===== src/hdl/fixed_function_fragment_ops_macros.svh =====
// Assertion macros for the fragment operations block
`ifndef FIXED_FUNCTION_FRAGMENT_OPS_MACROS_SVH
`define FIXED_FUNCTION_FRAGMENT_OPS_MACROS_SVH
`ifndef ASSERT_OFF
`define FFO_ASSERT_IMPL(label, clk, rst, prop, msg) \
   label: assert property (@(posedge clk) disable iff (rst) prop) else $error(msg);
`define FFO_ASSERT_RST(label, clk, prop, msg) \
   label: assert property (@(posedge clk) prop) else $error(msg);
`else
`define FFO_ASSERT_IMPL(label, clk, rst, prop, msg)
`define FFO_ASSERT_RST(label, clk, prop, msg)
`endif
`endif


===== src/hdl/ffo_pkg.sv =====
`default_nettype none
package ffo_pkg;
   localparam logic [1:0] ENV_REPLACE  = 2'd0;
   localparam logic [1:0] ENV_MODULATE = 2'd1;
   localparam logic [1:0] ENV_DECAL    = 2'd2;

   localparam logic [3:0] AT_NEVER    = 4'd1;
   localparam logic [3:0] AT_LESS     = 4'd3;
   localparam logic [3:0] AT_LEQUAL   = 4'd4;
   localparam logic [3:0] AT_EQUAL    = 4'd5;
   localparam logic [3:0] AT_GEQUAL   = 4'd6;
   localparam logic [3:0] AT_GREATER  = 4'd7;
   localparam logic [3:0] AT_NOTEQUAL = 4'd8;

   localparam logic [3:0] BF_ONE      = 4'd1;
   localparam logic [3:0] BF_SRC      = 4'd2;
   localparam logic [3:0] BF_DST      = 4'd3;
   localparam logic [3:0] BF_INV_SRC  = 4'd4;
   localparam logic [3:0] BF_INV_DST  = 4'd5;
   localparam logic [3:0] BF_SRC_A    = 4'd6;
   localparam logic [3:0] BF_INV_SRCA = 4'd7;
   localparam logic [3:0] BF_DST_A    = 4'd8;
   localparam logic [3:0] BF_INV_DSTA = 4'd9;
   localparam logic [3:0] BF_SAT      = 4'd10;

   localparam logic [2:0] REG_UNITS   = 3'd0;
   localparam logic [2:0] REG_ENV0    = 3'd1;
   localparam logic [2:0] REG_ENV1    = 3'd2;
   localparam logic [2:0] REG_ATMODE  = 3'd3;
   localparam logic [2:0] REG_AREF    = 3'd4;
   localparam logic [2:0] REG_SRCF    = 3'd5;
   localparam logic [2:0] REG_DSTF    = 3'd6;
   localparam logic [2:0] REG_WMASK   = 3'd7;

   typedef struct packed {
      logic [1:0] units;
      logic [1:0] env0;
      logic [1:0] env1;
      logic [3:0] at_mode;
      logic [7:0] aref;
      logic [3:0] srcf;
      logic [3:0] dstf;
      logic [3:0] wmask;
   } cfg_type;

   // round(x/255) for x < 2^17: (x+127)/255 via reciprocal and one correction
   function automatic logic [8:0] un_div(input logic [16:0] x);
      logic [17:0] y;
      logic [17:0] q;
      logic [17:0] r;
      begin
         y = {1'b0, x} + 18'd127;
         q = 18'((36'(y) * 36'd257) >> 16);
         r = y - 18'(q * 18'd255);
         if (r >= 18'd255) begin
            q = q + 18'd1;
         end
         un_div = q[8:0];
      end
   endfunction

   // one texture environment on one channel
   function automatic logic [7:0] env_chan(input logic [1:0] mode, input logic [7:0] c,
                                           input logic [7:0] t, input logic [7:0] ta,
                                           input logic is_alpha);
      logic [16:0] s;
      logic [8:0]  q;
      begin
         case (mode)
            ENV_MODULATE: s = {9'd0, c} * {9'd0, t};
            ENV_DECAL:    s = {9'd0, c} * {9'd0, 8'd255 - ta} + {9'd0, t} * {9'd0, ta};
            default:      s = 17'd0;
         endcase
         q = un_div(s);
         case (mode)
            ENV_REPLACE:  env_chan = t;
            ENV_MODULATE: env_chan = q[7:0];
            ENV_DECAL:    env_chan = is_alpha ? c : q[7:0];
            default:      env_chan = c;
         endcase
      end
   endfunction

   function automatic logic [7:0] factor(input logic [3:0] f, input logic [1:0] i,
                                         input logic [7:0] s, input logic [7:0] d,
                                         input logic [7:0] sa, input logic [7:0] da);
      begin
         case (f)
            BF_ONE:      factor = 8'd255;
            BF_SRC:      factor = s;
            BF_DST:      factor = d;
            BF_INV_SRC:  factor = 8'd255 - s;
            BF_INV_DST:  factor = 8'd255 - d;
            BF_SRC_A:    factor = sa;
            BF_INV_SRCA: factor = 8'd255 - sa;
            BF_DST_A:    factor = da;
            BF_INV_DSTA: factor = 8'd255 - da;
            BF_SAT: begin
               if (i == 2'd3) factor = 8'd255;
               else factor = (sa < 8'd255 - da) ? sa : 8'd255 - da;
            end
            default:     factor = 8'd0;
         endcase
      end
   endfunction
endpackage
`default_nettype wire


===== src/hdl/ffo_env_stage.sv =====
`default_nettype none
// One texture unit environment stage, registered, with stall
module ffo_env_stage
   import ffo_pkg::*;
(
   input  wire logic        clock,
   input  wire logic        reset,
   input  wire logic        advance,
   input  wire logic        in_valid,
   input  wire logic        enable,
   input  wire logic [1:0]  mode,
   input  wire logic [31:0] color_in,
   input  wire logic [31:0] texel,
   input  wire logic [31:0] carry_in,
   output logic             out_valid,
   output logic [31:0]      color_out,
   output logic [31:0]      carry_out
);
   logic        valid_ff;
   logic [31:0] color_ff, color_in_c, carry_ff;

   always_comb begin
      color_in_c = color_in;
      if (enable) begin
         for (int i = 0; i < 4; i++) begin
            color_in_c[8*i +: 8] = env_chan(mode, color_in[8*i +: 8], texel[8*i +: 8],
                                            texel[31:24], i == 3);
         end
      end
   end

   always_ff @(posedge clock) begin
      if (reset) begin
         valid_ff <= 1'b0;
      end else if (advance) begin
         valid_ff <= in_valid;
      end
      if (advance) begin
         color_ff <= color_in_c;
         carry_ff <= carry_in;
      end
   end

   assign out_valid = valid_ff;
   assign color_out = color_ff;
   assign carry_out = carry_ff;
endmodule
`default_nettype wire


===== config.mk =====
export PLATFORM = sky130hd
export DESIGN_NAME = ffo_env_stage
export DESIGN_NICKNAME = d
export VERILOG_FILES = /design/src/hdl/fixed_function_fragment_ops_macros.svh /design/src/hdl/ffo_pkg.sv /design/src/hdl/ffo_env_stage.sv
export SDC_FILE = /design/constraint.sdc
export NUM_CORES = 2
export LEC_CHECK = 0
export ABC_CLOCK_PERIOD_IN_PS = 31200
export BUFFER_PORTS_ARGS = -buffer_cell sky130_fd_sc_hd__buf_2
export CORE_MARGIN = 4
export CORE_UTILIZATION = 54
export CTS_BUF_LIST = sky130_fd_sc_hd__clkbuf_2 sky130_fd_sc_hd__clkbuf_4 sky130_fd_sc_hd__clkbuf_8
export DETAILED_ROUTE_END_ITERATION = 6
export PLACE_DENSITY = 0.74
export SLEW_MARGIN = 5
export SYNTH_ARGS = -nofsm -noshare
export SYNTH_HDL_FRONTEND = slang
export SYNTH_SLANG_ARGS = --single-unit

===== constraint.sdc =====
create_clock -name clock -period 31.2 [get_ports clock]
set_clock_uncertainty 0.15 [all_clocks]
set_input_delay 6.24 -clock clock [delete_from_list [all_inputs] [get_ports clock]]
set_output_delay 6.24 -clock clock [all_outputs]
set_load 0.02 [all_outputs]

==> results.yml <==
clock_network:
  path_clk_slew_ns: 0.10
  cts_tree: "done"
  clk_latency_ns: 0.45
  ctsRootBufferMaster: "clkbuf_8"
  hold_buffers: 0
  cts_setup_buffers: 0
  cts_made_buffers: 9
  h-tree-depth: 3
  clock_path_buffers: 2
  clock_sinks: 65
  cts_resized: 0
sta:
  setup_viol: 0
  period_minus_slack_ns: 22.34
  period_share: 0.716
  rsz0062_at_grt: "false"
  tightest_slew_ns: 1.11
  setup_tns_ns: 0
  finalHoldViolCount: 0
  timing.fmax_mhz: 44.8
  timing_max_transition_violations_final: 0
  relSlewSlack: 0.259
die:
  die_width_um: 300
  die_h_um: 300
  core-area_sq_mm: 0.0841
  fp-row-count: 106
  dieArea_sq_mm: 0.0900
  io_pins: 168
  start_util: 0.548
drt:
  drt_iter0_markers: 2503
  wl_mm: 118
  vias: 37200
  drc: 0
  viasPerCell: 5.64
  post_drt_wl_per_cell_um: 17.9
  dr.pass1.iters: 6
  ant_nets: 0
synthesis:
  yosysMostFrequentCell: "inv_1"
  synth_top_cell_area_share: 0.317
  synthFlopType: "edfxtp_1"
  avgSynthCellArea_sq_um: 8.53
  yosys-top-cells-area: "fa_1 32%, ha_1 19%, inv_1 9.8%, and2_1 4.2%, edfxtp_1 4.2%"
  yosys.area.top_type: "fa_1"
  syn_area_sq_mm: 0.0460
  seq_area_frac_synth: 0.0422
  ys_top_cells_by_count: "1200 x inv_1, 730 x fa_1, 683 x ha_1, 394 x nand2_1, 309 x and2_1"
  ys_warn_count: 0
  ys_ff_latch: 65
  synth-edff-count: 64
  syn_inst: 5398
  ys_types: 104
  async_flop_share: 0
final_layout:
  synthToLayoutAreaGrowth_pct: 4.34
  drive_above_1_share: 0.0516
  nets: 6961
  fin_util: 0.571
  fill_cells: 7704
setup_path:
  crit_family: "adder cells"
  path_class: "primary input to flop"
  cp_slowest_cell: "buf_4"
  cpMostUsedCell: "fa_1"
  r2r_end: "out_valid"
  cp_num_buf_inv: 10
  r2r_start: "out_valid"
  cp_max_fo: 64
  start_kind: "primary input"
  r2r_cells: 2
  crit_required_ns: 31.27
  critPathMaxStageDelay_ns: 0.60
  r2r_slack_ns: 30.45
  crit_path_end_kind: "flop"
  arrival_ns: 22.41
worst_hold_path:
  min_to: "out_valid"
  whs_path_depth: 2
  hp-class: "flop to flop"
  min_from: "out_valid"
global_route:
  grt_max_degree: 72
  grt.overflow.total: 0
  grt_pass1_wl_mm: 196
  antenna_found_initial: 9
  grt_pass1_vias: 37800
  track_usage: 0.268
outcome:
  status: "completed"
placement:
  place.gp.congestion: 0.932
  io_buffers: 167
  dp_hpwl_mm: 94.0
flow_run:
  maxCapViolCount: 0
==> state kept, by name, summed over array words and instances (netlist names) <==
register / cells
carry_out: 32
color_out: 32
out_valid: 1
==> worst max-delay path by stage <==
stage / startpoint / endpoint / slack [ns] / cells after the start
after floorplan: texel[31] / color_out[1] / 10.56 / 54
after global placement: texel[30] / color_out[15] / 8.85 / 52
after detailed placement: texel[30] / color_out[1] / 8.60 / 55
after CTS: texel[30] / color_out[1] / 9.01 / 55
after global routing: texel[30] / color_out[15] / 7.85 / 52
final: texel[30] / color_out[1] / 8.86 / 55
==> worst reg2reg max path, delay by kind of cell (launching register included) <==
family | cells | cell delay, ns
DFF | 1 | 0.32
and+or+nand+nor | 1 | 0.06
muxes | 1 | 0.13
==> layout by cell type, fill, tap and decap left out, types with 16 or more instances in the layout <==
cell type / instances
nand3_1: 74
nor3_1: 51
a31oi_1: 30
o21a_1: 37
nor2_1: 184
nor4_1: 19
or2_2: 22
or3_1: 20
mux2_2: 16
xor2_1: 64
a21oi_1: 166
o211ai_1: 29
a211o_1: 18
ha_1: 680
o21bai_1: 16
a211oi_1: 43
a21o_1: 78
nand4_1: 31
nor2b_1: 194
and2_1: 310
mux2i_1: 43
o22ai_1: 23
nand2_1: 394
edfxtp_1: 64
nor3b_1: 20
buf_4: 23
fa_1: 730
buf_2: 166
a221oi_1: 20
conb_1: 33
and3_1: 45
inv_1: 1200
o21ai_0: 116
xnor2_1: 127
nand2b_1: 91
==> cell type report <==
| cell class | count | area [sq um] | area share |
|---|---|---|---|
| clock inverters | 7 | 60.1 | 0.00125 |
| clock buffers | 9 | 124 | 0.00258 |
| flip-flops and latches | 65 | 1940 | 0.0404 |
| well taps | 1134 | 1420 | 0.0295 |
| multi-input cells | 3977 | 39000 | 0.811 |
| inverters | 1203 | 4520 | 0.0940 |
| repair buffers | 189 | 1000 | 0.0209 |
| diodes | 4 | 10.0 | 0.000208 |
==> through the flow <==
step / cells / hold slack [ns] / setup WS [ns] / instance area [sq um]
floorplan: 5429 / 0.429 / 10.56 / 46200
global placement: 6568 / 0.323 / 8.85 / 47800
detailed placement: 6568 / 0.351 / 8.60 / 47800
CTS: 6584 / 0.373 / 9.01 / 48000
global route: 6585 / 0.420 / 7.85 / 48000
finish: 6588 / 0.365 / 8.86 / 48000
==> metal layers <==
layer	up-vias	GRT usage	part of all wire
met5	-	0	0.00041
li1	17400	-	-
met3	194	0.0323	0.072
met4	8	0.0693	0.026
met2	1265	0.446	0.46
met1	18400	0.373	0.44
==> cells by family (layout without fill, tap and decap cells) <==
| kind of cell | count (synthesis) | count (layout) | synth area share |
|---|---|---|---|
| other | 2 | 37 | 0.000163 |
| AND/OR/NAND/NOR | 1525 | 1525 | 0.177 |
| AO/OA/AOI/OAI | 750 | 750 | 0.112 |
| flip-flops | 65 | 65 | 0.0422 |
| XOR/XNOR | 195 | 195 | 0.0379 |
| buffers and inverters | 1387 | 1408 | 0.114 |
| adder cells (fa/ha/maj) | 1415 | 1415 | 0.503 |
| multiplexers | 59 | 59 | 0.0133 |
Power is left out: the tool's default activity adds up to more than one toggle a clock period on the data nets, which glitch-free logic cannot reach.
