**config.mk**
```make
export PLATFORM = sky130hd
export DESIGN_NAME = ffo_blend
export DESIGN_NICKNAME = d
export VERILOG_FILES = /design/src/hdl/fixed_function_fragment_ops_macros.svh /design/src/hdl/ffo_pkg.sv /design/src/hdl/ffo_blend.sv
export SDC_FILE = /design/constraint.sdc
export NUM_CORES = 2
export LEC_CHECK = 0
export ABC_AREA = 1
export BUFFER_PORTS_ARGS = -buffer_cell sky130_fd_sc_hd__buf_4
export CAP_MARGIN = 15
export CELL_PAD_IN_SITES_DETAIL_PLACEMENT = 1
export CELL_PAD_IN_SITES_GLOBAL_PLACEMENT = 2
export CORE_ASPECT_RATIO = 1.1
export CORE_MARGIN = 1.5
export CORE_UTILIZATION = 39
export CTS_CLUSTER_SIZE = 25
export DETAILED_ROUTE_END_ITERATION = 8
export PLACE_DENSITY = 0.85
export SETUP_SLACK_MARGIN = 0.5
export SLEW_MARGIN = 20
export SYNTH_ARGS = -nofsm -noshare
export SYNTH_HDL_FRONTEND = slang
export SYNTH_SLANG_ARGS = --single-unit
```
**constraint.sdc**
```tcl
create_clock -name clock -period 9.65 [get_ports clock]
set_input_delay 2.4125 -clock clock [delete_from_list [all_inputs] [get_ports clock]]
set_output_delay 2.4125 -clock clock [all_outputs]
set_load 0.1 [all_outputs]
```
**src/hdl/fixed_function_fragment_ops_macros.svh**
```systemverilog
// Assertion macros for the fragment operations block
`ifndef FIXED_FUNCTION_FRAGMENT_OPS_MACROS_SVH
`define FIXED_FUNCTION_FRAGMENT_OPS_MACROS_SVH
`ifndef ASSERT_OFF
`define FFO_ASSERT_IMPL(label, clk, rst, prop, msg) \
   label: assert property (@(posedge clk) disable iff (rst) prop) else $error(msg);
`define FFO_ASSERT_RST(label, clk, prop, msg) \
   label: assert property (@(posedge clk) prop) else $error(msg);
`else
`define FFO_ASSERT_IMPL(label, clk, rst, prop, msg)
`define FFO_ASSERT_RST(label, clk, prop, msg)
`endif
`endif

```
**src/hdl/ffo_pkg.sv**
```systemverilog
`default_nettype none
package ffo_pkg;
   localparam logic [1:0] ENV_REPLACE  = 2'd0;
   localparam logic [1:0] ENV_MODULATE = 2'd1;
   localparam logic [1:0] ENV_DECAL    = 2'd2;

   localparam logic [3:0] AT_NEVER    = 4'd1;
   localparam logic [3:0] AT_LESS     = 4'd3;
   localparam logic [3:0] AT_LEQUAL   = 4'd4;
   localparam logic [3:0] AT_EQUAL    = 4'd5;
   localparam logic [3:0] AT_GEQUAL   = 4'd6;
   localparam logic [3:0] AT_GREATER  = 4'd7;
   localparam logic [3:0] AT_NOTEQUAL = 4'd8;

   localparam logic [3:0] BF_ONE      = 4'd1;
   localparam logic [3:0] BF_SRC      = 4'd2;
   localparam logic [3:0] BF_DST      = 4'd3;
   localparam logic [3:0] BF_INV_SRC  = 4'd4;
   localparam logic [3:0] BF_INV_DST  = 4'd5;
   localparam logic [3:0] BF_SRC_A    = 4'd6;
   localparam logic [3:0] BF_INV_SRCA = 4'd7;
   localparam logic [3:0] BF_DST_A    = 4'd8;
   localparam logic [3:0] BF_INV_DSTA = 4'd9;
   localparam logic [3:0] BF_SAT      = 4'd10;

   localparam logic [2:0] REG_UNITS   = 3'd0;
   localparam logic [2:0] REG_ENV0    = 3'd1;
   localparam logic [2:0] REG_ENV1    = 3'd2;
   localparam logic [2:0] REG_ATMODE  = 3'd3;
   localparam logic [2:0] REG_AREF    = 3'd4;
   localparam logic [2:0] REG_SRCF    = 3'd5;
   localparam logic [2:0] REG_DSTF    = 3'd6;
   localparam logic [2:0] REG_WMASK   = 3'd7;

   typedef struct packed {
      logic [1:0] units;
      logic [1:0] env0;
      logic [1:0] env1;
      logic [3:0] at_mode;
      logic [7:0] aref;
      logic [3:0] srcf;
      logic [3:0] dstf;
      logic [3:0] wmask;
   } cfg_type;

   // round(x/255) for x < 2^17: (x+127)/255 via reciprocal and one correction
   function automatic logic [8:0] un_div(input logic [16:0] x);
      logic [17:0] y;
      logic [17:0] q;
      logic [17:0] r;
      begin
         y = {1'b0, x} + 18'd127;
         q = 18'((36'(y) * 36'd257) >> 16);
         r = y - 18'(q * 18'd255);
         if (r >= 18'd255) begin
            q = q + 18'd1;
         end
         un_div = q[8:0];
      end
   endfunction

   // one texture environment on one channel
   function automatic logic [7:0] env_chan(input logic [1:0] mode, input logic [7:0] c,
                                           input logic [7:0] t, input logic [7:0] ta,
                                           input logic is_alpha);
      logic [16:0] s;
      logic [8:0]  q;
      begin
         case (mode)
            ENV_MODULATE: s = {9'd0, c} * {9'd0, t};
            ENV_DECAL:    s = {9'd0, c} * {9'd0, 8'd255 - ta} + {9'd0, t} * {9'd0, ta};
            default:      s = 17'd0;
         endcase
         q = un_div(s);
         case (mode)
            ENV_REPLACE:  env_chan = t;
            ENV_MODULATE: env_chan = q[7:0];
            ENV_DECAL:    env_chan = is_alpha ? c : q[7:0];
            default:      env_chan = c;
         endcase
      end
   endfunction

   function automatic logic [7:0] factor(input logic [3:0] f, input logic [1:0] i,
                                         input logic [7:0] s, input logic [7:0] d,
                                         input logic [7:0] sa, input logic [7:0] da);
      begin
         case (f)
            BF_ONE:      factor = 8'd255;
            BF_SRC:      factor = s;
            BF_DST:      factor = d;
            BF_INV_SRC:  factor = 8'd255 - s;
            BF_INV_DST:  factor = 8'd255 - d;
            BF_SRC_A:    factor = sa;
            BF_INV_SRCA: factor = 8'd255 - sa;
            BF_DST_A:    factor = da;
            BF_INV_DSTA: factor = 8'd255 - da;
            BF_SAT: begin
               if (i == 2'd3) factor = 8'd255;
               else factor = (sa < 8'd255 - da) ? sa : 8'd255 - da;
            end
            default:     factor = 8'd0;
         endcase
      end
   endfunction
endpackage
`default_nettype wire

```
**src/hdl/ffo_blend.sv**
```systemverilog
`default_nettype none
// Alpha test and blend: factor stage, then sum/round/mask stage
module ffo_blend
   import ffo_pkg::*;
(
   input  wire logic        clock,
   input  wire logic        reset,
   input  wire logic        advance,
   input  wire cfg_type     cfg,
   input  wire logic        in_valid,
   input  wire logic [31:0] color,
   input  wire logic [31:0] dest_pixel,
   output logic             out_valid,
   output logic [31:0]      out_pixel,
   output logic             covered
);
   logic [31:0] d;
   logic        cov_in;
   logic [15:0] sp_in [4];
   logic [15:0] dp_in [4];
   logic [15:0] sp_ff [4];
   logic [15:0] dp_ff [4];
   logic [31:0] d_ff;
   logic        cov_ff, v1_ff, v2_ff, cov2_ff;
   logic [31:0] o_in, o_ff;
   logic [8:0]  q;

   // destination in R,G,B,A order
   assign d = {dest_pixel[31:24], dest_pixel[7:0], dest_pixel[15:8], dest_pixel[23:16]};

   always_comb begin
      case (cfg.at_mode)
         AT_NEVER:    cov_in = 1'b0;
         AT_LESS:     cov_in = color[31:24] < cfg.aref;
         AT_LEQUAL:   cov_in = color[31:24] <= cfg.aref;
         AT_EQUAL:    cov_in = color[31:24] == cfg.aref;
         AT_GEQUAL:   cov_in = color[31:24] >= cfg.aref;
         AT_GREATER:  cov_in = color[31:24] > cfg.aref;
         AT_NOTEQUAL: cov_in = color[31:24] != cfg.aref;
         default:     cov_in = 1'b1;
      endcase
      for (int i = 0; i < 4; i++) begin
         sp_in[i] = factor(cfg.srcf, 2'(i), color[8*i +: 8], d[8*i +: 8], color[31:24],
                           d[31:24]) * color[8*i +: 8];
         dp_in[i] = factor(cfg.dstf, 2'(i), color[8*i +: 8], d[8*i +: 8], color[31:24],
                           d[31:24]) * d[8*i +: 8];
      end
   end

   // round the sum, clamp, apply write mask, pack BGRA
   always_comb begin
      o_in = '0;
      for (int i = 0; i < 4; i++) begin
         q = un_div(17'(sp_ff[i]) + 17'(dp_ff[i]));
         if (!cfg.wmask[i]) q = {1'b0, d_ff[8*i +: 8]};
         else if (q > 9'd255) q = 9'd255;
         case (i)
            0:       o_in[23:16] = q[7:0];
            1:       o_in[15:8]  = q[7:0];
            2:       o_in[7:0]   = q[7:0];
            default: o_in[31:24] = q[7:0];
         endcase
      end
   end

   always_ff @(posedge clock) begin
      if (reset) begin
         v1_ff <= 1'b0;
         v2_ff <= 1'b0;
      end else if (advance) begin
         v1_ff <= in_valid;
         v2_ff <= v1_ff;
      end
      if (advance) begin
         sp_ff   <= sp_in;
         dp_ff   <= dp_in;
         d_ff    <= d;
         cov_ff  <= cov_in;
         o_ff    <= o_in;
         cov2_ff <= cov_ff;
      end
   end

   assign out_valid = v2_ff;
   assign out_pixel = o_ff;
   assign covered   = cov2_ff;
endmodule
`default_nettype wire

```
==> results.cfg <==
[timing]
clock_skew_ns = 0.0209
relSlewSlack_pct = 26.9
grt_setup_unrepaired = true
clock.fmax_mhz = 114
setup_tns_ns = 0
maxSlewViolCount = 0
finalCriticalPeriod_ns = 8.78
whs_ns = 0.454
min_period_over_period_pct = 91.0
hold_viol = 0
worst_pin_slew_ns = 1.09
setup_viol = 0

[synth]
yosysTopAreaCell = fa_1
netlist_area_sq_mm = 0.0452
ys_seq_area_share_pct = 13.0
yosysUniqueCellTypes = 66
synth_top_family_by_area = adder cells
yosys.area_share.xor_xnor_pct = 3.72
synth-async-reset-ratio_pct = 0
synth_fa_ha_area_share_pct = 41.4
synth_cells = 6036
synthTopCellsByArea = fa_1 22%, ha_1 19%, inv_1 13%, edfxtp_1 13%, nand2_1 11%
synth_top_area_share_pct = 22.0
synth_warnings = 0
avgSynthCellArea_sq_um = 7.48
muxShareOfSynthArea_pct = 0.0222
yosys-top-cells-count = 1573 x inv_1, 1326 x nand2_1, 699 x ha_1
synth-simple-area-share_pct = 20.1
synth-compound-area-share_pct = 7.82
synth.most_common_cell = inv_1
synth_ff_type = edfxtp_1
yosys_register_bits = 196
synth_edf_count = 194

[critical_path]
crit_path_end_kind = flip-flop
critPathCapture = out_pixel[0]
cp-startpoint = dp_ff[17]
cp-start-kind = flip-flop
regToRegEndpoint = out_pixel[0]
crit_type = flip-flop to flip-flop
cp_max_fo = 7
crit_slowest_cell = fa_1
r2r_start = dp_ff[17]
worst_path_most_repeated_cell = inv_1
reg2reg_slack_ns = 0.87
rr_worst_depth = 50
worstPathRequired_ns = 10.04
arrival_ns = 9.17
critPathMaxStageDelay_ns = 0.54

[routing]
drtIter0Drc = 1468
drt-vias-per-instance = 5.04
drc = 0
ant_nets = 0
wl_per_cell_microns = 17.5
vias = 39562
routed_wl_mm = 137
drtPass1Iterations = 5

[floorplan]
io-pin-count = 132
core_sq_mm = 0.115
start_util_pct = 39.4
fp.dieH_microns = 360
fp-row-count = 130
die_area_sq_mm = 0.118
die_x_microns = 327

[layout]
final_cell_area_sq_mm = 0.0521
instances_no_fill = 7842
drive_above_1_share_pct = 13.0
fillers = 14265
syn_to_final_growth_pct = 15.3
layout.nets = 7601

[cts]
cts_buffers = 17
clock_latency_ns = 0.55
cts_tree = built
root_buffer = clkbuf_16
htree_levels = 4
cts.sinks = 196
path_clk_slew_ns = 0.10
clock_path_buffers = 2
cts_hold_buf = 0

[global_routing]
grt_pass1_wl_mm = 218
grt_max_degree = 103
globalRouteOverflowTotal = 0
grt_pass1_vias = 42032
track_usage_pct = 23.1
antenna_found_initial = 16

[flow_run]
cap_violations = 0

[place]
gp_congestion = 0.877
port_buffers = 125
dp_cells = 7749
hpwl_mm = 115
dpl-instance-area_sq_mm = 0.0488

[hold_path]
holdCritPathClass = flip-flop to flip-flop

[status]
status = completed
sequential cells by signal, summed over array words and instances (netlist names):
register and count:
dp_ff 64, sp_ff 64, d_ff 32, out_pixel 32
cov_ff 1, covered 1, out_valid 1, v1_ff 1
routing by layer:
layer  share of wire (%)  global-route usage (%)
met1                  44                    29.2
met2                  51                    41.6
met3                 3.4                    2.92
met4                 1.9                    5.02
met5               0.092                       0
cell type report:
| cell class | count | area (sq um) | area share, % |
|---|---|---|---|
| multi-input combinational | 4195 | 35300 | 67.7 |
| inverter | 1582 | 5940 | 11.4 |
| sequential | 196 | 5870 | 11.3 |
| timing repair buffer | 316 | 2450 | 4.71 |
| tap | 1518 | 1900 | 3.65 |
| clock buffer | 18 | 429 | 0.824 |
| clock inverter | 14 | 205 | 0.394 |
| antenna | 3 | 7.51 | 0.0144 |
cells by family after synthesis:
| family | Yosys count |
|---|---|
| adders and majority gates | 1195 |
| muxes | 1 |
| xor gates and xnor gates | 187 |
| and+or+nand+nor | 2186 |
| DFF | 196 |
| buffers and inverters | 1671 |
| other | 2 |
| AOI/OAI and AO/OA | 598 |
metrics by stage:
step	setup slack (ns)	utilization [%]
6_report	0.870	45.5
5_1_grt	0.345	45.5
4_1_cts	0.495	43.4
3_5_place_dp	0.101	42.6
3_3_place_gp	0.228	42.6
2_1_floorplan	1.34	-
how the worst min path moves through the flow:
stage | slack (ns) | cells after the start | start | to
2_1_floorplan | 0.40 | 0 | cov_ff | covered
3_3_place_gp | 0.41 | 0 | cov_ff | covered
3_5_place_dp | 0.42 | 0 | cov_ff | covered
4_1_cts | 0.45 | 0 | cov_ff | covered
5_1_grt | 0.46 | 0 | cov_ff | covered
6_report | 0.45 | 0 | cov_ff | covered
repair_timing:
item	4_1_cts	5_1_grt
endpoints found under the setup margin	32	35
endpoints found under the hold margin	0	0
resized for setup	67	416
gates cloned	0	1
pin swaps	6	102
setup buffers	4	53
placed cells by master, fill, tap and decap left out, types with 8 or more instances in the layout:
cell type | synthesis | routed
inv_1 | 1573 | 1546
nand2_1 | 1326 | 1241
ha_1 | 699 | 602
fa_1 | 496 | 487
nor2_1 | 443 | 396
buf_4 | 3 | 306
a21oi_1 | 277 | 222
edfxtp_1 | 194 | 194
nand3_1 | 208 | 181
xor2_1 | 134 | 125
nand2_2 | 37 | 107
o21ai_0 | 103 | 87
ha_4 | 0 | 78
o22ai_1 | 75 | 75
nand4_1 | 58 | 58
a21oi_2 | 8 | 58
xnor2_1 | 49 | 45
nor2_2 | 9 | 36
nand3_2 | 10 | 35
inv_2 | 4 | 30
conb_1 | 2 | 28
nand3b_1 | 25 | 25
nor3_1 | 29 | 24
nor2_4 | 4 | 24
a221oi_1 | 21 | 21
o2111ai_1 | 20 | 20
ha_2 | 0 | 19
clkbuf_16 | 0 | 18
o211ai_1 | 17 | 17
o21bai_1 | 18 | 17
nand2_4 | 0 | 15
o21ai_1 | 2 | 12
xor2_2 | 2 | 11
and2_1 | 10 | 10
a21o_1 | 9 | 9
fa_2 | 0 | 9
o21a_1 | 8 | 8
worst max-delay path, delay by kind of cell (launching register included):
kind / cells / cell delay (ns)
AND/OR/NAND/NOR: 24 / 2.80
XOR/XNOR: 1 / 0.15
adder cells (fa/ha/maj): 11 / 3.85
buffers and inverters: 11 / 0.96
flip-flops: 1 / 0.35
AO/OA/AOI/OAI: 3 / 0.50
Power is not shown: default switching activity piles up to over one toggle a cycle in this logic, so the estimate is an artifact.
